==> src/rtl/core/gclp_pkg.sv <==
// Shared types and constants of the G-code line character parser.
`default_nettype none

package gclp_pkg;

   // Characters with a special meaning to the parser.
   localparam logic [7:0] CHAR_LF     = 8'd10;
   localparam logic [7:0] CHAR_CR     = 8'd13;
   localparam logic [7:0] CHAR_STAR   = 8'h2A;
   localparam logic [7:0] CHAR_MINUS  = 8'h2D;
   localparam logic [7:0] CHAR_POINT  = 8'h2E;
   localparam logic [7:0] CHAR_SEMI   = 8'h3B;
   localparam logic [7:0] CHAR_LBRACK = 8'h5B;
   localparam logic [7:0] CHAR_RBRACK = 8'h5D;
   localparam logic [7:0] CHAR_ZERO   = 8'h30;
   localparam logic [7:0] CHAR_NINE   = 8'h39;
   localparam logic [7:0] CHAR_UP_A   = 8'h41;
   localparam logic [7:0] CHAR_UP_Z   = 8'h5A;
   localparam logic [7:0] CHAR_LOW_A  = 8'h61;
   localparam logic [7:0] CHAR_LOW_Z  = 8'h7A;
   localparam logic [7:0] CASE_BIT    = 8'h20;
   localparam logic [6:0] CHAR_M      = 7'h4D;

   // Mantissa of the M command that switches to free text.
   localparam int M_TEXT_CODE = 117;

   // Positions in the seen mask.
   localparam int SEEN_W = 13;
   localparam int SEEN_G = 0;
   localparam int SEEN_M = 1;
   localparam int SEEN_X = 2;
   localparam int SEEN_Y = 3;
   localparam int SEEN_Z = 4;
   localparam int SEEN_E = 5;
   localparam int SEEN_F = 6;
   localparam int SEEN_S = 7;
   localparam int SEEN_P = 8;
   localparam int SEEN_T = 9;
   localparam int SEEN_I = 10;
   localparam int SEEN_J = 11;
   localparam int SEEN_R = 12;

   localparam logic [SEEN_W-1:0] SEEN_ARC_MASK = 13'h1C00;
   localparam logic [SEEN_W-1:0] SEEN_CMD_MASK = 13'h0203;
   localparam logic [SEEN_W-1:0] SEEN_T_MASK   = 13'h0200;

   // Depth of the queue between the classifier and the executing part.
   localparam int QUEUE_DEPTH = 4;
   localparam int QUEUE_PTR_W = 2;
   localparam int QUEUE_CNT_W = 3;

   // One classified character.
   typedef struct packed {
      logic              is_digit;
      logic [3:0]        digit;
      logic              is_letter;   // A to Z after folding, or '*'
      logic [6:0]        letter;
      logic [SEEN_W-1:0] seen;        // seen bit of the letter, arc letters not yet gated
      logic              is_point;
      logic              is_minus;
      logic              is_open;     // '[' or ';'
      logic              is_close;    // ']'
      logic              is_eol;      // CR or LF
   } char_class_type;

endpackage

`default_nettype wire

==> src/rtl/core/gclp_front.sv <==
// Classifier: folds case and sorts each received byte into character classes.
`default_nettype none

module gclp_front (
   input  wire logic [7:0]               req_text_byte,
   output gclp_pkg::char_class_type      item
);

   logic [7:0] up_byte;
   logic       is_lower;

   always_comb begin
      is_lower = (req_text_byte >= gclp_pkg::CHAR_LOW_A) &&
                 (req_text_byte <= gclp_pkg::CHAR_LOW_Z);
      up_byte  = is_lower ? (req_text_byte & ~gclp_pkg::CASE_BIT) : req_text_byte;

      // Folding only touches letters, and in text mode only ']' and line ends
      // matter, so the folded byte serves both modes.
      item.is_digit  = (up_byte >= gclp_pkg::CHAR_ZERO) && (up_byte <= gclp_pkg::CHAR_NINE);
      item.digit     = up_byte[3:0];
      item.is_letter = ((up_byte >= gclp_pkg::CHAR_UP_A) && (up_byte <= gclp_pkg::CHAR_UP_Z))
                       || (up_byte == gclp_pkg::CHAR_STAR);
      item.letter    = up_byte[6:0];
      item.is_point  = (up_byte == gclp_pkg::CHAR_POINT);
      item.is_minus  = (up_byte == gclp_pkg::CHAR_MINUS);
      item.is_open   = (up_byte == gclp_pkg::CHAR_LBRACK) || (up_byte == gclp_pkg::CHAR_SEMI);
      item.is_close  = (up_byte == gclp_pkg::CHAR_RBRACK);
      item.is_eol    = (up_byte == gclp_pkg::CHAR_LF) || (up_byte == gclp_pkg::CHAR_CR);

      item.seen = '0;
      unique case (up_byte)
         "G":     item.seen[gclp_pkg::SEEN_G] = 1'b1;
         "M":     item.seen[gclp_pkg::SEEN_M] = 1'b1;
         "X":     item.seen[gclp_pkg::SEEN_X] = 1'b1;
         "Y":     item.seen[gclp_pkg::SEEN_Y] = 1'b1;
         "Z":     item.seen[gclp_pkg::SEEN_Z] = 1'b1;
         "E":     item.seen[gclp_pkg::SEEN_E] = 1'b1;
         "F":     item.seen[gclp_pkg::SEEN_F] = 1'b1;
         "S":     item.seen[gclp_pkg::SEEN_S] = 1'b1;
         "P":     item.seen[gclp_pkg::SEEN_P] = 1'b1;
         "T":     item.seen[gclp_pkg::SEEN_T] = 1'b1;
         "I":     item.seen[gclp_pkg::SEEN_I] = 1'b1;
         "J":     item.seen[gclp_pkg::SEEN_J] = 1'b1;
         "R":     item.seen[gclp_pkg::SEEN_R] = 1'b1;
         default: item.seen = '0;
      endcase
   end

endmodule

`default_nettype wire

==> src/rtl/core/gclp_queue.sv <==
// Short queue of classified characters between the classifier and the executing part.
`default_nettype none

module gclp_queue (
   input  wire logic                    clock,
   input  wire logic                    reset,
   input  wire logic                    push_valid,
   output logic                         push_ready,
   input  wire gclp_pkg::char_class_type push_item,
   output logic                         pop_valid,
   input  wire logic                    pop_ready,
   output gclp_pkg::char_class_type     pop_item
);

   gclp_pkg::char_class_type entry_ff [gclp_pkg::QUEUE_DEPTH];

   logic [gclp_pkg::QUEUE_PTR_W-1:0] wr_ptr_ff, wr_ptr_in;
   logic [gclp_pkg::QUEUE_PTR_W-1:0] rd_ptr_ff, rd_ptr_in;
   logic [gclp_pkg::QUEUE_CNT_W-1:0] count_ff, count_in;
   logic                              push, pop;

   assign push_ready = (count_ff != gclp_pkg::QUEUE_CNT_W'(gclp_pkg::QUEUE_DEPTH));
   assign pop_valid  = (count_ff != '0);
   assign pop_item   = entry_ff[rd_ptr_ff];
   assign push       = push_valid && push_ready;
   assign pop        = pop_valid && pop_ready;

   always_comb begin
      wr_ptr_in = push ? wr_ptr_ff + 1'b1 : wr_ptr_ff;
      rd_ptr_in = pop ? rd_ptr_ff + 1'b1 : rd_ptr_ff;
      count_in  = count_ff;
      if (push && !pop) begin
         count_in = count_ff + 1'b1;
      end else if (pop && !push) begin
         count_in = count_ff - 1'b1;
      end
   end

   always_ff @(posedge clock) begin
      if (reset) begin
         wr_ptr_ff <= '0;
         rd_ptr_ff <= '0;
         count_ff  <= '0;
      end else begin
         wr_ptr_ff <= wr_ptr_in;
         rd_ptr_ff <= rd_ptr_in;
         count_ff  <= count_in;
      end
   end

   always_ff @(posedge clock) begin
      if (push) begin
         entry_ff[wr_ptr_ff] <= push_item;
      end
   end

endmodule

`default_nettype wire

==> src/rtl/core/gclp_back.sv <==
// Executing part: line state, number accumulation and the result slot.
`default_nettype none

module gclp_back #(
   parameter int MAX_FRAC_DIGITS = 4,
   parameter int MANTISSA_BITS   = 32
) (
   input  wire logic                     clock,
   input  wire logic                     reset,
   input  wire logic                     csr_wr_en,
   input  wire logic                     csr_wr_data,
   input  wire logic                     q_valid,
   output logic                          q_ready,
   input  wire gclp_pkg::char_class_type q_item,
   output logic                          rsp_valid,
   input  wire logic                     rsp_ready,
   output logic                          rsp_result_kind,
   output logic [6:0]                    rsp_field_letter,
   output logic                          rsp_value_negative,
   output logic [31:0]                   rsp_value_mantissa,
   output logic [2:0]                    rsp_point_code,
   output logic [12:0]                   rsp_seen_mask,
   output logic                          rsp_has_command,
   output logic                          rsp_last_of_run
);

   localparam int PC_W = $clog2(MAX_FRAC_DIGITS + 2);
   localparam logic [PC_W-1:0] PC_LIMIT = PC_W'(MAX_FRAC_DIGITS + 1);

   localparam int SW = gclp_pkg::SEEN_W;

   logic                     arc_enable_ff;

   // Line state.
   logic [6:0]               letter_ff, letter_in;
   logic [SW-1:0]            cur_seen_ff, cur_seen_in;
   logic                     sign_ff, sign_in;
   logic [MANTISSA_BITS-1:0] mant_ff, mant_in;
   logic [PC_W-1:0]          pc_ff, pc_in;
   logic [SW-1:0]            seen_ff, seen_in;
   logic                     in_string_ff, in_string_in;

   // Result slot: a field result and a line end result that follows it.
   logic                     f_v_ff, e_v_ff;
   logic [6:0]               f_letter_ff;
   logic                     f_neg_ff;
   logic [31:0]              f_mant_ff;
   logic [2:0]               f_pt_ff;
   logic [SW-1:0]            e_mask_ff;
   logic                     e_cmd_ff;

   logic                     slot_free, pop, take;
   logic                     emit_f, emit_e;
   logic [SW-1:0]            gate, char_seen;

   // A new character may enter the slot once it is empty or its only result leaves now.
   assign slot_free = !(f_v_ff || e_v_ff) || (rsp_ready && (f_v_ff ^ e_v_ff));
   assign q_ready   = slot_free;
   assign pop       = q_valid && slot_free;
   assign take      = rsp_valid && rsp_ready;
   assign gate      = arc_enable_ff ? '1 : ~gclp_pkg::SEEN_ARC_MASK;
   assign char_seen = q_item.seen & gate;

   always_comb begin
      letter_in    = letter_ff;
      cur_seen_in  = cur_seen_ff;
      sign_in      = sign_ff;
      mant_in      = mant_ff;
      pc_in        = pc_ff;
      seen_in      = seen_ff;
      in_string_in = in_string_ff;
      emit_f       = 1'b0;
      emit_e       = 1'b0;

      if (pop) begin
         if (!in_string_ff) begin
            // Any byte other than a digit or a point ends an open value field.
            emit_f = (letter_ff != '0) && !q_item.is_digit && !q_item.is_point &&
                     (|(cur_seen_ff & gate & ~gclp_pkg::SEEN_T_MASK));
            if (emit_f && (letter_ff == gclp_pkg::CHAR_M) &&
                (mant_ff == MANTISSA_BITS'(gclp_pkg::M_TEXT_CODE))) begin
               in_string_in = 1'b1;
            end
            if (q_item.is_letter) begin
               letter_in   = q_item.letter;
               cur_seen_in = q_item.seen;
               sign_in     = 1'b0;
               mant_in     = '0;
               pc_in       = '0;
            end
            if (q_item.is_digit) begin
               if (pc_ff < PC_LIMIT) begin
                  mant_in = (mant_ff << 3) + (mant_ff << 1) + MANTISSA_BITS'(q_item.digit);
                  if (pc_ff != '0) begin
                     pc_in = pc_ff + 1'b1;
                  end
               end
            end else if (char_seen != '0) begin
               seen_in = seen_ff | char_seen;
            end else if (q_item.is_open) begin
               in_string_in = 1'b1;
            end else if (q_item.is_minus) begin
               sign_in = 1'b1;
               mant_in = '0;
               pc_in   = '0;
            end else if (q_item.is_point && (pc_ff == '0)) begin
               pc_in = PC_W'(1);
            end
         end else if (q_item.is_close) begin
            in_string_in = 1'b0;
         end

         if (q_item.is_eol) begin
            emit_e       = 1'b1;
            seen_in      = '0;
            in_string_in = 1'b0;
            letter_in    = '0;
            cur_seen_in  = '0;
            sign_in      = 1'b0;
            mant_in      = '0;
            pc_in        = '0;
         end
      end
   end

   always_ff @(posedge clock) begin
      if (reset) begin
         arc_enable_ff <= 1'b0;
         letter_ff     <= '0;
         cur_seen_ff   <= '0;
         sign_ff       <= 1'b0;
         mant_ff       <= '0;
         pc_ff         <= '0;
         seen_ff       <= '0;
         in_string_ff  <= 1'b0;
         f_v_ff        <= 1'b0;
         e_v_ff        <= 1'b0;
      end else begin
         if (csr_wr_en) begin
            arc_enable_ff <= csr_wr_data;
         end
         letter_ff    <= letter_in;
         cur_seen_ff  <= cur_seen_in;
         sign_ff      <= sign_in;
         mant_ff      <= mant_in;
         pc_ff        <= pc_in;
         seen_ff      <= seen_in;
         in_string_ff <= in_string_in;
         if (pop) begin
            f_v_ff <= emit_f;
            e_v_ff <= emit_e;
         end else if (take) begin
            if (f_v_ff) begin
               f_v_ff <= 1'b0;
            end else begin
               e_v_ff <= 1'b0;
            end
         end
      end
   end

   always_ff @(posedge clock) begin
      if (pop && emit_f) begin
         f_letter_ff <= letter_ff;
         f_neg_ff    <= sign_ff;
         f_mant_ff   <= 32'(mant_ff);
         f_pt_ff     <= 3'(pc_ff);
      end
      if (pop && emit_e) begin
         e_mask_ff <= seen_ff;
         e_cmd_ff  <= |(seen_ff & gclp_pkg::SEEN_CMD_MASK);
      end
   end

   // The field result goes first; the line end follows it.
   always_comb begin
      rsp_valid          = f_v_ff || e_v_ff;
      rsp_result_kind    = !f_v_ff;
      rsp_field_letter   = f_v_ff ? f_letter_ff : '0;
      rsp_value_negative = f_v_ff ? f_neg_ff : 1'b0;
      rsp_value_mantissa = f_v_ff ? f_mant_ff : '0;
      rsp_point_code     = f_v_ff ? f_pt_ff : '0;
      rsp_seen_mask      = f_v_ff ? '0 : e_mask_ff;
      rsp_has_command    = f_v_ff ? 1'b0 : e_cmd_ff;
      rsp_last_of_run    = f_v_ff ? !e_v_ff : 1'b1;
   end

   a_line_cleared: assert property (@(posedge clock) disable iff (reset)
      pop && q_item.is_eol |=> (seen_ff == '0) && !in_string_ff && (letter_ff == '0) &&
                               (pc_ff == '0) && !sign_ff)
      else $error("line state not cleared after a line end");

   a_no_field_no_letter_bits: assert property (@(posedge clock) disable iff (reset)
      (letter_ff == '0) |-> (cur_seen_ff == '0))
      else $error("letter bits present without an open field");

   a_point_count_range: assert property (@(posedge clock) disable iff (reset)
      pc_ff <= PC_LIMIT)
      else $error("fraction digit count beyond its limit");

   a_pair_order: assert property (@(posedge clock) disable iff (reset)
      f_v_ff && e_v_ff && rsp_ready |=> !f_v_ff && e_v_ff)
      else $error("line end result lost after its field result");

endmodule

`default_nettype wire

==> src/rtl/core/gcode_line_char_parser.sv <==
// Top level of the G-code line character parser.
`default_nettype none

// Takes one G-code character per transfer on the req_ channel and returns raw
// field values (sign, decimal mantissa, point code) and end-of-line summaries on
// the rsp_ channel. A character is taken every cycle while the four-entry
// character queue has room; the executing part handles one character per cycle
// while its result slot is free and emits at most one result per cycle, so a
// character that ends a field and the line at once (two results) holds the
// slot until both are taken. The user must write the arc_enable register through
// csr_wr_en and csr_wr_data only while idle; the block does not enforce this.
module gcode_line_char_parser #(
   parameter int MAX_FRAC_DIGITS = 4,
   parameter int MANTISSA_BITS   = 32
) (
   input  wire logic        clock,
   input  wire logic        reset,
   input  wire logic        csr_wr_en,
   input  wire logic        csr_wr_data,
   input  wire logic        req_valid,
   output logic             req_ready,
   input  wire logic [7:0]  req_text_byte,
   output logic             rsp_valid,
   input  wire logic        rsp_ready,
   output logic             rsp_result_kind,
   output logic [6:0]       rsp_field_letter,
   output logic             rsp_value_negative,
   output logic [31:0]      rsp_value_mantissa,
   output logic [2:0]       rsp_point_code,
   output logic [12:0]      rsp_seen_mask,
   output logic             rsp_has_command,
   output logic             rsp_last_of_run
);

   gclp_pkg::char_class_type front_item;
   gclp_pkg::char_class_type q_item;
   logic                     q_valid;
   logic                     q_ready;

   gclp_front u_front (
      .req_text_byte (req_text_byte),
      .item          (front_item)
   );

   gclp_queue u_queue (
      .clock      (clock),
      .reset      (reset),
      .push_valid (req_valid),
      .push_ready (req_ready),
      .push_item  (front_item),
      .pop_valid  (q_valid),
      .pop_ready  (q_ready),
      .pop_item   (q_item)
   );

   gclp_back #(
      .MAX_FRAC_DIGITS (MAX_FRAC_DIGITS),
      .MANTISSA_BITS   (MANTISSA_BITS)
   ) u_back (
      .clock              (clock),
      .reset              (reset),
      .csr_wr_en          (csr_wr_en),
      .csr_wr_data        (csr_wr_data),
      .q_valid            (q_valid),
      .q_ready            (q_ready),
      .q_item             (q_item),
      .rsp_valid          (rsp_valid),
      .rsp_ready          (rsp_ready),
      .rsp_result_kind    (rsp_result_kind),
      .rsp_field_letter   (rsp_field_letter),
      .rsp_value_negative (rsp_value_negative),
      .rsp_value_mantissa (rsp_value_mantissa),
      .rsp_point_code     (rsp_point_code),
      .rsp_seen_mask      (rsp_seen_mask),
      .rsp_has_command    (rsp_has_command),
      .rsp_last_of_run    (rsp_last_of_run)
   );

endmodule

`default_nettype wire

==> config.mk <==
export PLATFORM = sky130hd
export DESIGN_NAME = gcode_line_char_parser
export DESIGN_NICKNAME = d
export VERILOG_FILES = /design/src/rtl/core/gclp_pkg.sv /design/src/rtl/core/gclp_front.sv /design/src/rtl/core/gclp_queue.sv /design/src/rtl/core/gclp_back.sv /design/src/rtl/core/gcode_line_char_parser.sv
export SDC_FILE = /design/constraint.sdc
export NUM_CORES = 1
export LEC_CHECK = 0
export ABC_AREA = 0
export BUFFER_PORTS_ARGS = -buffer_cell sky130_fd_sc_hd__buf_2
export CORE_ASPECT_RATIO = 0.5
export CORE_MARGIN = 2
export CORE_UTILIZATION = 55
export CTS_CLUSTER_SIZE = 24
export DETAILED_ROUTE_END_ITERATION = 7
export PLACE_DENSITY = 0.73
export SYNTH_ARGS = -nofsm -noshare
export SYNTH_HDL_FRONTEND = slang
export SYNTH_SLANG_ARGS = --single-unit
==> constraint.sdc <==
create_clock -name clock -period 6.9 [get_ports clock]
set_clock_uncertainty 0.2 [all_clocks]
set_input_delay 1.38 -clock clock [delete_from_list [all_inputs] [get_ports clock]]
set_output_delay 1.38 -clock clock [all_outputs]
set_load 0.02 [all_outputs]
[After elaboration in Yosys (flattened, before gate mapping)]
Memories as Yosys holds them, arrays and structs flattened. A register that Yosys moved wholly into a read port is not among the register bits.
Cells that the tools add are included.
Operators by class
  $add $sub $neg: 7
  order comparisons: 7
  equal/unequal tests: 27
  mux-type cells: 79
  bitwise gates (word level): 4
  reductions and logical operators: 44
Operator list (number)
  $mux W32: 9
  $eq A8 B7 Y1 const B: 15
  $mux W13: 9
  $mux W1: 41
  $mux W3: 13
  $add A32 B32 Y32: 1
  $add A32 B4 Y32: 1
  $eq A32 B7 Y1 const B: 1
  $eq A8 B6 Y1 const B: 4
  $mux W7: 4
  $and A13 B13 Y13: 2
  $logic_and A1 B1 Y1: 17
  $eq A8 B4 Y1 const B: 2
  $ge A8 B7 Y1 const B: 2
  $le A8 B7 Y1 const B: 2
  $or A13 B13 Y13: 1
  $reduce_bool A13 Y1: 1
  $reduce_or A12 Y1: 1
  $ge A8 B6 Y1 const B: 1
  $le A8 B6 Y1 const B: 1
  $reduce_bool A2 Y1: 4
  $eq A7 B7 Y1 const B: 1
  $logic_not A1 Y1: 7
  $reduce_bool A7 Y1: 1
  other kinds (16): 27
Storage, ports and cells
  register bits after elaboration: 137
  memory bits (writable): 124
  bits of input ports: 14
  output and inout bits: 61
  word-level logic and storage cells: 188
  memories: 1
Memory list
  u_queue.entry_ff: depth 4, width 31, read ports 1, clocked after Yosys merged registers in 1, write ports 1, line gclp_queue.sv:15  | gclp_pkg::char_class_type entry_ff [gclp_pkg::QUEUE_DEPTH];

[Logic depth before layout (Yosys ltp)]
Gate-level depths: netlist of the first run.
  depth after elaboration: 12
  depth in mapped cells: 16
  gate-level depth less buffers: 13

[Modules after synthesis]
From an unflattened synthesis of the first run, not the netlist that was laid out.
Second synthesis, totals
  cells, all modules: 1004
  area total of the unflattened synthesis: 12502.0 sq um
Modules (own cells, without submodules)
  gclp_back: times used 1, cells an instance 740, area each 7206.9 sq um
  gclp_queue: times used 1, cells an instance 209, area each 4954.8 sq um
  gclp_front: times used 1, cells an instance 55, area each 340.3 sq um

[Least setup slack after synthesis of the first run]
OpenSTA, ideal clock, no wires.
  path type: input port to flip-flop
  from: input rsp_ready
  to: register u_back.f_letter_ff[0], enable pin
  setup time: 0.499 ns
  data arrival time: 4.900 ns
  data required time: 6.201 ns
  slack: 1.301 ns
  stages on the path: 4
  path buffers: 0
  cell sequence: a21oi_1 > nor2_1 > inv_1 > nor3_1
Between the ends
  cells in the longest elaborated chain, start to end: 5
RTL lines
  start: declaration: line gcode_line_char_parser.sv:24  | input wire logic rsp_ready,
  $logic_and A1 B1 Y1 *: line gclp_back.sv:57  | assign slot_free = !(f_v_ff || e_v_ff) || (rsp_ready && (f_v_ff ^ e_v_ff));
  $logic_or A1 B1 Y1 *: line gclp_back.sv:57
  $logic_and A1 B1 Y1 *: line gclp_back.sv:59  | assign pop = q_valid && slot_free;
  $mux W1: line gclp_back.sv:75  | if (pop) begin
  $logic_and A1 B1 Y1 *: line gclp_back.sv:163  | if (pop && emit_f) begin
  end signal: assignment: line gclp_back.sv:164  | f_letter_ff <= letter_ff;
  end: declaration: line gclp_back.sv:45  | logic [6:0] f_letter_ff;
Every way passes the cells marked *; elsewhere a longest branch is shown, timed or not.
A chain may end at the register's enable or synchronous reset.

==> out/results.tsv, run 1 <==
stage	metric	value	unit
clock_tree	post-CTS sizing	0	
timing	worst slew pin tran	0.9773	ns
detailed_routing	vias	7346	
grt	vias in the first global route	7069	
logic_synthesis	post-synth cell types	64	
worst_setup_path	CP Launch Type	flip-flop	
logic_synthesis	top cells by area, synth	edfxtp_1 (43%), dfxtp_1 (14%), ha_1 (7.3%)	
worst_setup_path	Worst Path Max Fanout	28	
detailed_routing	DR WL/cell	18.28	um
grt	pin count of the biggest net entering global routing	60	
placement	Port Buf Inserts	74	
clock_tree	Worst-path clk slew	0.06	ns
timing	post-route setup TNS	0	ns
logic_synthesis	Top FF cell, synth	edfxtp_1	
worst_setup_path	reg2reg path depth	13	
worst_setup_path	slowest CP cell	mux4_2	
logic_synthesis	Mapped Area	11410	um^2
clock_tree	Hold-fix buffers, CTS	0	
clock_tree	Setup Buffers After CTS	0	
timing	unrepaired setup endpoints after global routing	false	
detailed_routing	Via density	5.835	
detailed_routing	post-route ant nets	0	
clock_tree	CTS buffer count	22	
timing	crit path time final	4.523	ns
logic_synthesis	sequential area share after synthesis	57.66	%
worst_setup_path	CP Capture Type	flip-flop	
grt	global-route congestion overflow total	0	
grt	initial antenna violation count	0	
clock_tree	CTS tree	yes	
run	reported max-cap violation count	0	
clock_tree	CTS Sinks	246	
placement	HPWL after detailed placement	15660	um
worst_setup_path	type of the worst setup path	reg2reg	
final_layout	synthesis-to-layout area growth	11.68	%
timing	final hold violation count	0	
grt	first-pass GRT wire length	36870	um
detailed_routing	DRC	0	
logic_synthesis	cell taking the most area after synthesis	edfxtp_1	
logic_synthesis	net count after synthesis	979	
floorplanning	Initial Util	55.74	%
run_status	status	finished, final reports clean	
logic_synthesis	top cell type's share of synthesized area	43.44	%
floorplanning	die footprint	21980	um^2
pwr	Peak VDD IR	0.1798	mV
worst_setup_path	CP max stage delay	0.62	ns
logic_synthesis	Yosys reg bits	246	
min_path	hold depth	0	
timing	fmax	0.2211	GHz
timing	Tcrit/Tclk final	65.55	%
logic_synthesis	ys async rst share	0	%
worst_setup_path	Critical Path RT	7.10	ns
floorplanning	Core Region	20460	um^2
logic_synthesis	Synth Instances	895	
final_layout	fin util	62.25	%
placement	routability congestion estimate	0.8710	
clock_tree	clk root buf	clkbuf_16	
timing	max_slew headroom	34.60	%
clock_tree	htree depth	1	
floorplanning	number of I/O pins	75	
timing	WHS	0.2345	ns
logic_synthesis	EDFF count, synth	165	
clock_tree	clock latency at the later pin of the worst-skew pair	0.53	ns
detailed_routing	DR pass1 iterations	7	
logic_synthesis	YS warnings	0	
worst_setup_path	CP Cell Sequence	buf_4 -> mux4_2 -> ha_1 -> ha_1 -> fa_1 -> a211oi_1 -> o21a_1 -> o21ai_0 -> o21ai_1 -> o211ai_1 -> a41oi_1 -> xnor2_1 -> a22o_1	
min_path	min-delay worst type	reg2reg	
detailed_routing	DRT Wirelength	23020	um
grt	Overall Global Routing Usage	20.96	%
timing	final slew viol count	0	
pwr	P_leak	5.037	nW
detailed_routing	DRT iter0 DRCs	576	
pwr	pwr dens	326.7	nW/um^2
final_layout	# nets final	1054	
final_layout	share of cells above drive strength 1	15.21	%
worst_setup_path	CP arrival	4.73	ns
floorplanning	die height	105.8	um
worst_setup_path	Worst path most repeated cell	ha_1	
final_layout	# diodes	0	
floorplanning	num rows	37	
clock_tree	CTS max path bufs	3	
logic_synthesis	Syn Area/Cell	12.74	um^2
timing	endpoints failing setup	0	
floorplanning	DIE WIDTH	207.7	um
[Yosys cell counts, drive strengths merged, types with 8 or more instances]
| library cell | instances |
|---|---|
| and2 | 47 |
| dfxtp | 81 |
| clkbuf | 18 |
| ha | 67 |
| a22o | 39 |
| nor2 | 75 |
| buf | 15 |
| nor3 | 16 |
| or3 | 9 |
| and3 | 8 |
| a22oi | 18 |
| edfxtp | 165 |
| a21o | 12 |
| xnor2 | 20 |
| nor2b | 16 |
| a21oi | 37 |
| mux4 | 26 |
| xor2 | 11 |
| nand3 | 12 |
| nor4 | 12 |
| nand2 | 47 |
| o21ai | 31 |
| inv | 32 |
[layout by cell type, fill, tap and decap left out, drive strengths merged, types with 4 or more instances in the layout]
cell type | synthesis | routed
xnor2 | 20 | 20
mux2i | 5 | 5
buf | 15 | 84
a22oi | 18 | 18
nand3 | 12 | 12
xor2 | 11 | 11
mux4 | 26 | 26
o21bai | 4 | 4
a211oi | 6 | 6
and3 | 8 | 8
nand2b | 4 | 4
o21ai | 31 | 31
nor2 | 75 | 75
a31oi | 5 | 5
dfxtp | 81 | 81
a21oi | 37 | 37
nor3 | 16 | 16
nor2b | 16 | 16
or3 | 9 | 9
o31ai | 4 | 4
clkbuf | 18 | 29
ha | 67 | 67
nand2 | 47 | 47
inv | 32 | 32
nor4 | 12 | 12
nand4 | 6 | 6
o21a | 4 | 4
clkinv | 0 | 9
a22o | 39 | 39
a21o | 12 | 12
a32o | 4 | 4
edfxtp | 165 | 165
and2 | 47 | 47
[area by class of cell]
| type | instances | area (um^2) |
|---|---|---|
| Clock buffer | 29 | 616.8 |
| Clock inverter | 11 | 100.1 |
| Fill cell | 1555 | 7724 |
| Inverter | 32 | 120.1 |
| Multi-Input combinational cell | 584 | 4538 |
| Sequential cell | 246 | 6576 |
| Tap cell | 273 | 341.6 |
| Timing Repair Buffer | 84 | 445.4 |
[power breakdown]
| group | internal (mW) | leakage, nW | total [mW] | switching [mW] |
|---|---|---|---|---|
| logic | 0.377 | 2.52 | 1.08 | 0.706 |
| registers | 1.80 | 2.17 | 1.88 | 0.0874 |
| clock network | 0.670 | 0.344 | 1.20 | 0.527 |
| total | 2.84 | 5.04 | 4.16 | 1.32 |
[registers in the layout (all words and copies together) (netlist names), 2 cells and up, named ones only]
| register | count |
|---|---|
| u_back.f_letter_ff | 7 |
| u_back.e_mask_ff | 13 |
| u_back.seen_ff | 13 |
| u_queue.entry_ff | 108 |
| u_back.f_pt_ff | 3 |
| u_back.f_mant_ff | 32 |
| u_back.mant_ff | 32 |
| u_queue.wr_ptr_ff | 2 |
| u_queue.count_ff | 3 |
| u_back.letter_ff | 7 |
| u_queue.rd_ptr_ff | 2 |
| u_back.pc_ff | 3 |
| u_back.cur_seen_ff | 12 |
[worst paths after layout]
kind	slack, ns	to	startpoint
worst max register to register	2.38	u_back.mant_ff[26]	flip-flop
worst max-delay path	2.38	u_back.mant_ff[26]	flip-flop
worst min register to register	0.23	u_back.e_mask_ff[6]	u_back.seen_ff[6]
worst min-delay path	0.23	u_back.e_mask_ff[6]	u_back.seen_ff[6]
[metal layers]
metal	vias to the layer above	wire, um	global-route usage (%)
met3	34	1365	3.874
met4	0	454	4.965
met5	-	0	0
met2	199	10500	34.02
met1	3582	10700	29.58
li1	3531	-	-
[worst max-delay path: cells and delay by family (launching register included)]
kind / cells / cell delay [ns]
AOI/OAI and AO/OA: 7 / 1.75
xor gates and xnor gates: 1 / 0.08
adders and majority gates: 3 / 0.97
buffers and inverters: 1 / 0.45
DFF: 1 / 0.31
muxes: 1 / 0.62
[cells by family (layout without fill, tap and decap cells)]
group	Yosys count	after routing	share of synthesized area (%)
multiplexers	32	32	5.836
adder cells (fa/ha/maj)	70	70	7.876
AND/OR/NAND/NOR	268	268	12.36
XOR/XNOR	31	31	2.380
buffers and inverters	65	156	2.600
AO/OA/AOI/OAI	183	183	11.29
flip-flops	246	246	57.66
[stage by stage]
| stage | area, um^2 | std cells | setup slack (ns) | power (mW) |
|---|---|---|---|---|
| floorplan | 11410 | 895 | 1.301 | 2.695 |
| global placement | 12020 | 1219 | 2.457 | 2.948 |
| detailed placement | 12020 | 1219 | 2.409 | 2.983 |
| CTS | 12740 | 1259 | 2.379 | 4.177 |
| global route | 12740 | 1259 | 2.069 | 4.349 |
| finish | 12740 | 1259 | 2.377 | 4.162 |
Power figures use the tool's default switching activity.
==> inputs of run 2 (changes only) <==
- clock period: 6.9 -> 4.2 ns (I/O delays scaled with it)
==> out/results.tsv, run 2 (synthesized netlist as in run 1, its figures left out) <==
stage	metric	value	unit	change
worst_setup_path	reg-to-reg setup timing slack	0.26	ns	was 2.38 ns
final_layout	Largest regs	u_queue.entry_ff: 108 flops, u_back.f_mant_ff: 32 flops, u_back.mant_ff: 32 flops		unchanged
grt	Overall Global Routing Usage	21.87	%	was 20.96%
pwr	sw frac	31.77	%	was 31.71%
worst_setup_path	Worst Path Max Fanout	5		was 28
worst_setup_path	CP arrival	4.16	ns	was 4.73 ns
grt	pin count of the biggest net entering global routing	60		unchanged
clock_tree	Setup Buffers After CTS	0		unchanged
worst_setup_path	CP Capture Type	flip-flop		unchanged
placement	routability congestion estimate	0.9104		was 0.8710
clock_tree	clock latency at the later pin of the worst-skew pair	0.53	ns	about the same
final_layout	synthesis-to-layout area growth	12.51	%	was 11.68%
detailed_routing	post-route ant nets	0		unchanged
timing	Tcrit/Tclk final	93.93	%	was 65.55%
clock_tree	clk root buf	clkbuf_16		unchanged
pwr	PnR Total Power	6.970	mW	was 4.162 mW
pwr	pwr dens	543.2	nW/um^2	was 326.7 nW/um^2
timing	fmax	0.2535	GHz	was 0.2211 GHz
clock_tree	htree depth	1		unchanged
placement	HPWL after detailed placement	16430	um	was 15660 um
placement	Port Buf Inserts	74		unchanged
floorplanning	DIE WIDTH	207.7	um	unchanged
floorplanning	num rows	37		unchanged
grt	vias in the first global route	7281		was 7069
worst_setup_path	Worst path most repeated cell	ha_1		unchanged
worst_setup_path	CP max stage delay	0.56	ns	was 0.62 ns
grt	initial antenna violation count	0		unchanged
detailed_routing	vias	7417		was 7346
final_layout	fin util	62.71	%	was 62.25%
pwr	clock power share	29.4	%	was 28.8%
worst_setup_path	CP Launch Type	flip-flop		unchanged
detailed_routing	DR WL/cell	18.75	um	was 18.28 um
timing	max_slew headroom	35.19	%	was 34.60%
grt	global-route congestion overflow total	0		unchanged
run	reported max-cap violation count	0		unchanged
worst_setup_path	type of the worst setup path	reg2reg		unchanged
floorplanning	number of I/O pins	75		unchanged
detailed_routing	Via density	5.854		was 5.835
clock_tree	Hold-fix buffers, CTS	0		unchanged
worst_setup_path	slowest CP cell	mux4_2		unchanged
final_layout	most common cell after layout, fill and taps aside	edfxtp_1		unchanged
pwr	Combinational Power Share	26.1	%	was 26.0%
worst_setup_path	CP Cell Sequence	mux4_2 -> ha_1 -> ha_1 -> fa_1 -> a211oi_1 -> o21a_1 -> o21ai_0 -> o21ai_1 -> o211ai_1 -> a41oi_1 -> xnor2_1 -> a22o_1		was buf_4 -> mux4_2 -> ha_1 -> ha_1 -> fa_1 -> a211oi_1 -> o21a_1 -> o21ai_0 -> o21ai_1 -> o211ai_1 -> a41oi_1 -> xnor2_1 -> a22o_1
final_layout	share of cells above drive strength 1	16.30	%	was 15.21%
detailed_routing	DRT iter0 DRCs	560		was 576
clock_tree	post-CTS sizing	0		unchanged
timing	final hold violation count	0		unchanged
final_layout	most frequent cells in the layout	edfxtp_1 (165), dfxtp_1 (80), nor2_1 (74), buf_2 (74), ha_1 (67)		was edfxtp_1 (165), dfxtp_1 (81), nor2_1 (74), buf_2 (74), ha_1 (67)
min_path	min-delay worst type	reg2reg		unchanged
final_layout	# nets final	1061		was 1054
pwr	Pint	4.756	mW	was 2.842 mW
clock_tree	Worst-path clk slew	0.06	ns	about the same
floorplanning	Core Region	20460	um^2	unchanged
timing	final slew viol count	0		unchanged
detailed_routing	DR pass1 iterations	6		was 7
worst_setup_path	CP top delay family	compound AO/OA/AOI/OAI gates		unchanged
clock_tree	CTS Sinks	246		unchanged
detailed_routing	DRC	0		unchanged
run_status	status	finished, final reports clean		unchanged
worst_setup_path	Critical Path RT	4.41	ns	was 7.10 ns
pwr	P_leak	5.097	nW	was 5.037 nW
timing	endpoints failing setup	0		unchanged
timing	post-route setup TNS	0	ns	unchanged
detailed_routing	DRT Wirelength	23760	um	was 23020 um
final_layout	Largest Register	u_queue.entry_ff		unchanged
clock_tree	CTS buffer count	23		was 22
worst_setup_path	WP buf/inv	0		was 1
grt	first-pass GRT wire length	38340	um	was 36870 um
pwr	sw power	2.214	mW	was 1.320 mW
floorplanning	die height	105.8	um	unchanged
clock_tree	CTS max path bufs	3		unchanged
floorplanning	die footprint	21980	um^2	unchanged
floorplanning	Initial Util	55.74	%	unchanged
timing	unrepaired setup endpoints after global routing	false		unchanged
clock_tree	CTS tree	yes		unchanged
final_layout	Largest register FFs	108		unchanged
timing	worst slew pin tran	0.9684	ns	was 0.9773 ns
pwr	Peak VDD IR	0.2918	mV	was 0.1798 mV
timing	crit path time final	3.945	ns	was 4.523 ns
pwr	sequential fraction of design power	44.5	%	was 45.2%
final_layout	# diodes	0		unchanged
## run 2: power groups by stage
stage / clock [mW] / sequential, mW / combinational (mW)
2_1_floorplan: 0 / 3.09 / 1.33
3_3_place_gp: 0 / 3.13 / 1.76
3_5_place_dp: 0 / 3.15 / 1.81
4_1_cts: 2.09 / 3.10 / 1.82
5_1_grt: 2.19 / 3.13 / 2.00
6_report: 2.05 / 3.10 / 1.82
## run 2: metal layers
metal | vias to the layer above | wire length [um] | part of all wire [%] | track usage, %
met5 | - | 0 | 0 | 0
met4 | 0 | 469 | 2.0 | 6.130
met3 | 37 | 1476 | 6.2 | 3.248
met2 | 221 | 10950 | 46 | 35.31
met1 | 3597 | 10860 | 46 | 31.14
li1 | 3562 | - | - | -
## run 2: worst paths after layout
| check | startpoint | to | cells after the start |
|---|---|---|---|
| max | flip-flop | u_back.mant_ff[26] | 12 |
| min reg2reg | u_back.sign_ff | u_back.f_neg_ff | 0 |
| min | u_back.sign_ff | u_back.f_neg_ff | 0 |
| max reg2reg | flip-flop | u_back.mant_ff[26] | 12 |
## run 2: per-stage QoR
stage,std cells,cell area (um^2),setup WS [ns],hold WS (ns)
2_1_floorplan,895,11410,0.01669,0.2086
3_3_place_gp,1225,12090,0.3065,0.2227
3_5_place_dp,1225,12090,0.2019,0.2252
4_1_cts,1267,12830,0.1823,0.2376
5_1_grt,1267,12830,0.06591,0.2470
6_report,1267,12830,0.2551,0.2367
## run 2: worst reg2reg max path, stage by stage (launching register included)
cell and delay [ns]:
dfxtp_2 0.39, mux4_2 0.56, ha_1 0.30, ha_1 0.24
fa_1 0.44, a211oi_1 0.27, o21a_1 0.20, o21ai_0 0.16
o21ai_1 0.26, o211ai_1 0.20, a41oi_1 0.30, xnor2_1 0.10
a22o_1 0.20
## run 2: area by class of cell
| type | count | area [um^2] |
|---|---|---|
| multi-input cells | 584 | 4544 |
| clock buffers | 37 | 700.7 |
| flip-flops and latches | 246 | 6578 |
| repair buffers | 90 | 503.0 |
| clock inverters | 5 | 45.04 |
| fillers | 1546 | 7630 |
| inverters | 32 | 120.1 |
| well taps | 273 | 341.6 |
==> inputs of run 3 (changes only) <==
- BUFFER_PORTS_ARGS: -buffer_cell sky130_fd_sc_hd__buf_2 -> default
- DONT_BUFFER_PORTS: default -> 1
- PLACE_DENSITY: 0.73 -> 0.7
- SLEW_MARGIN: default -> 20
==> out/results.tsv, run 3 (synthesized netlist as in run 1, its figures left out) <==
stage	metric	value	unit	change
placement	routability congestion estimate	0.9045		was 0.9104
detailed_routing	Via density	5.985		was 5.854
pwr	Peak VDD IR	0.3404	mV	was 0.2918 mV
clock_tree	clock latency at the later pin of the worst-skew pair	0.54	ns	was 0.53 ns
grt	first-pass GRT wire length	37890	um	was 38340 um
final_layout	Largest regs	u_queue.entry_ff: 108 flops, u_back.f_mant_ff: 32 flops, u_back.mant_ff: 32 flops		unchanged
final_layout	most common cell after layout, fill and taps aside	edfxtp_1		unchanged
detailed_routing	DR WL/cell	20.04	um	was 18.75 um
clock_tree	CTS buffer count	22		was 23
grt	Overall Global Routing Usage	21.92	%	was 21.87%
pwr	Combinational Power Share	25.0	%	was 26.1%
timing	Tcrit/Tclk final	93.69	%	was 93.93%
timing	post-route setup TNS	0	ns	unchanged
timing	max_slew headroom	34.85	%	was 35.19%
final_layout	# nets final	985		was 1061
placement	Port Buf Inserts	0		was 74
grt	global-route congestion overflow total	0		unchanged
worst_setup_path	reg2reg end	u_back.mant_ff[26]		unchanged
worst_setup_path	CP arrival	4.17	ns	was 4.16 ns
worst_setup_path	Critical Path RT	4.43	ns	was 4.41 ns
clock_tree	htree depth	1		unchanged
timing	endpoints failing setup	0		unchanged
grt	pin count of the biggest net entering global routing	60		unchanged
final_layout	# fillers	1576		was 1546
detailed_routing	post-route ant nets	0		unchanged
floorplanning	die height	105.8	um	unchanged
timing	fmax	0.2541	GHz	was 0.2535 GHz
grt	met2 global-route usage	34.50	%	was 35.31%
detailed_routing	vias	7122		was 7417
clock_tree	CTS tree	yes		unchanged
final_layout	Largest register FFs	108		unchanged
floorplanning	Core Region	20460	um^2	unchanged
floorplanning	die footprint	21980	um^2	unchanged
detailed_routing	DRC	0		unchanged
floorplanning	Initial Util	55.74	%	unchanged
clock_tree	Setup Buffers After CTS	0		unchanged
final_layout	fin util	60.73	%	was 62.71%
worst_setup_path	crit path to	u_back.mant_ff[26]		unchanged
pwr	sw frac	31.72	%	was 31.77%
min_path	min-delay worst type	in2reg		was reg2reg
final_layout	FF+latch area	6578	um^2	unchanged
pwr	P_leak	4.709	nW	was 5.097 nW
final_layout	Largest Register	u_queue.entry_ff		unchanged
worst_setup_path	CP Capture Type	flip-flop		unchanged
timing	final setup margin	0.2650	ns	was 0.2551 ns
pwr	clock power share	29.7	%	was 29.4%
final_layout	# diodes	0		unchanged
run_status	status	finished, final reports clean		unchanged
grt	busiest metal layer after global routing	met2		unchanged
worst_setup_path	reg2reg path depth	12		unchanged
worst_setup_path	CP Launch Type	flip-flop		unchanged
final_layout	share of cells above drive strength 1	9.269	%	was 16.30%
grt	M1 GR Usage	30.91	%	was 31.14%
pwr	sw power	2.170	mW	was 2.214 mW
pwr	pwr dens	550.5	nW/um^2	was 543.2 nW/um^2
placement	placed instance area	11700	um^2	was 12090 um^2
timing	final hold violation count	0		unchanged
timing	crit path time final	3.935	ns	was 3.945 ns
floorplanning	num rows	37		unchanged
floorplanning	DIE WIDTH	207.7	um	unchanged
pwr	Pint	4.671	mW	was 4.756 mW
clock_tree	clk root buf	clkbuf_16		unchanged
clock_tree	Hold-fix buffers, CTS	0		unchanged
final_layout	most frequent cells in the layout	edfxtp_1 (165), dfxtp_1 (80), nor2_1 (74)		was edfxtp_1 (165), dfxtp_1 (80), nor2_1 (74), buf_2 (74), ha_1 (67)
floorplanning	number of I/O pins	75		unchanged
placement	dpl ws	0.2292	ns	was 0.2019 ns
timing	unrepaired setup endpoints after global routing	false		unchanged
placement	HPWL after detailed placement	16100	um	was 16430 um
final_layout	synthesis-to-layout area growth	8.951	%	was 12.51%
grt	met3 GRT Util	5.215	%	was 3.248%
timing	worst slew pin tran	0.9736	ns	was 0.9684 ns
final_layout	Finished Cell Area	12430	um^2	was 12830 um^2
worst_setup_path	type of the worst setup path	reg2reg		unchanged
detailed_routing	DR pass1 iterations	5		was 6
clock_tree	Worst-path clk slew	0.07	ns	was 0.06 ns
detailed_routing	DRT iter0 DRCs	423		was 560
grt	vias in the first global route	6923		was 7281
detailed_routing	DRT Wirelength	23840	um	was 23760 um
clock_tree	CTS Sinks	246		unchanged
timing	final slew viol count	0		unchanged
worst_setup_path	reg-to-reg setup timing slack	0.27	ns	was 0.26 ns
worst_setup_path	Worst Path Max Fanout	4		was 5
run	reported max-cap violation count	0		unchanged
clock_tree	CTS max path bufs	3		unchanged
grt	initial antenna violation count	1		was 0
pwr	sequential fraction of design power	45.4	%	was 44.5%
final_layout	Multi-input gate area	4551	um^2	was 4544 um^2
-- run 3: changes by cell type in the layout (fill, tap and decap cells not counted), sizes merged --
| cell | before | now |
|---|---|---|
| bufinv | 0 | 2 |
| buf | 90 | 15 |
| clkinv | 2 | 10 |
| inv | 35 | 32 |
| clkbuf | 37 | 28 |
-- run 3: power groups by stage --
stage | combinational (mW) | sequential (mW) | clock (mW)
CTS | 1.72 | 3.10 | 2.06
floorplan | 1.33 | 3.09 | 0
global route | 1.87 | 3.14 | 2.16
detailed placement | 1.71 | 3.16 | 0
finish | 1.71 | 3.10 | 2.03
global placement | 1.68 | 3.14 | 0
-- run 3: repair_timing --
item                                    in CTS  in global routing
hold endpoints to repair                     0                  0
gates resized for setup                      0                  1
endpoints found under the setup margin       0                  2
-- run 3: routing by layer --
| layer | vias to the layer above | part of all wire (%) |
|---|---|---|
| met1 | 3472 | 46 |
| met2 | 206 | 45 |
| met4 | 2 | 2.0 |
| met5 | - | 0.055 |
| li1 | 3401 | - |
| met3 | 41 | 6.8 |
-- run 3: how the worst min path moves through the flow --
stage | startpoint | to | slack, ns | cells after the start
floorplan | u_back.sign_ff | u_back.f_neg_ff | 0.21 | 0
global placement | u_back.sign_ff | u_back.f_neg_ff | 0.22 | 0
detailed placement | u_back.sign_ff | u_back.f_neg_ff | 0.22 | 0
CTS | reset | u_queue.count_ff[2] | 0.14 | 1
global route | reset | u_queue.count_ff[0] | 0.14 | 1
finish | reset | u_queue.count_ff[2] | 0.16 | 1
-- run 3: critical path, cell delays in order, from the launching register on --
cell	delay (ns)
dfxtp_1	0.44
mux4_2	0.57
ha_1	0.30
ha_1	0.24
fa_1	0.43
a211oi_1	0.28
o21a_1	0.20
o21ai_0	0.17
o21ai_2	0.22
o211ai_1	0.20
a41oi_1	0.30
xnor2_1	0.09
a22o_1	0.20
-- run 3: cell type report --
class,count,share of cell area (%)
Multi-Input combinational cell,584,36.62
Clock buffer,28,4.783
Timing Repair Buffer,15,0.9062
Tap cell,273,2.749
Sequential cell,246,52.93
Clock inverter,12,1.047
Inverter,32,0.9666
-- run 3: per-stage QoR --
stage / power [mW] / hold slack, ns / cells
finish: 6.842 / 0.1596 / 1190
global route: 7.166 / 0.1356 / 1190
CTS: 6.892 / 0.1387 / 1190
detailed placement: 4.864 / 0.2232 / 1150
global placement: 4.812 / 0.2186 / 1150
floorplan: 4.426 / 0.2086 / 895
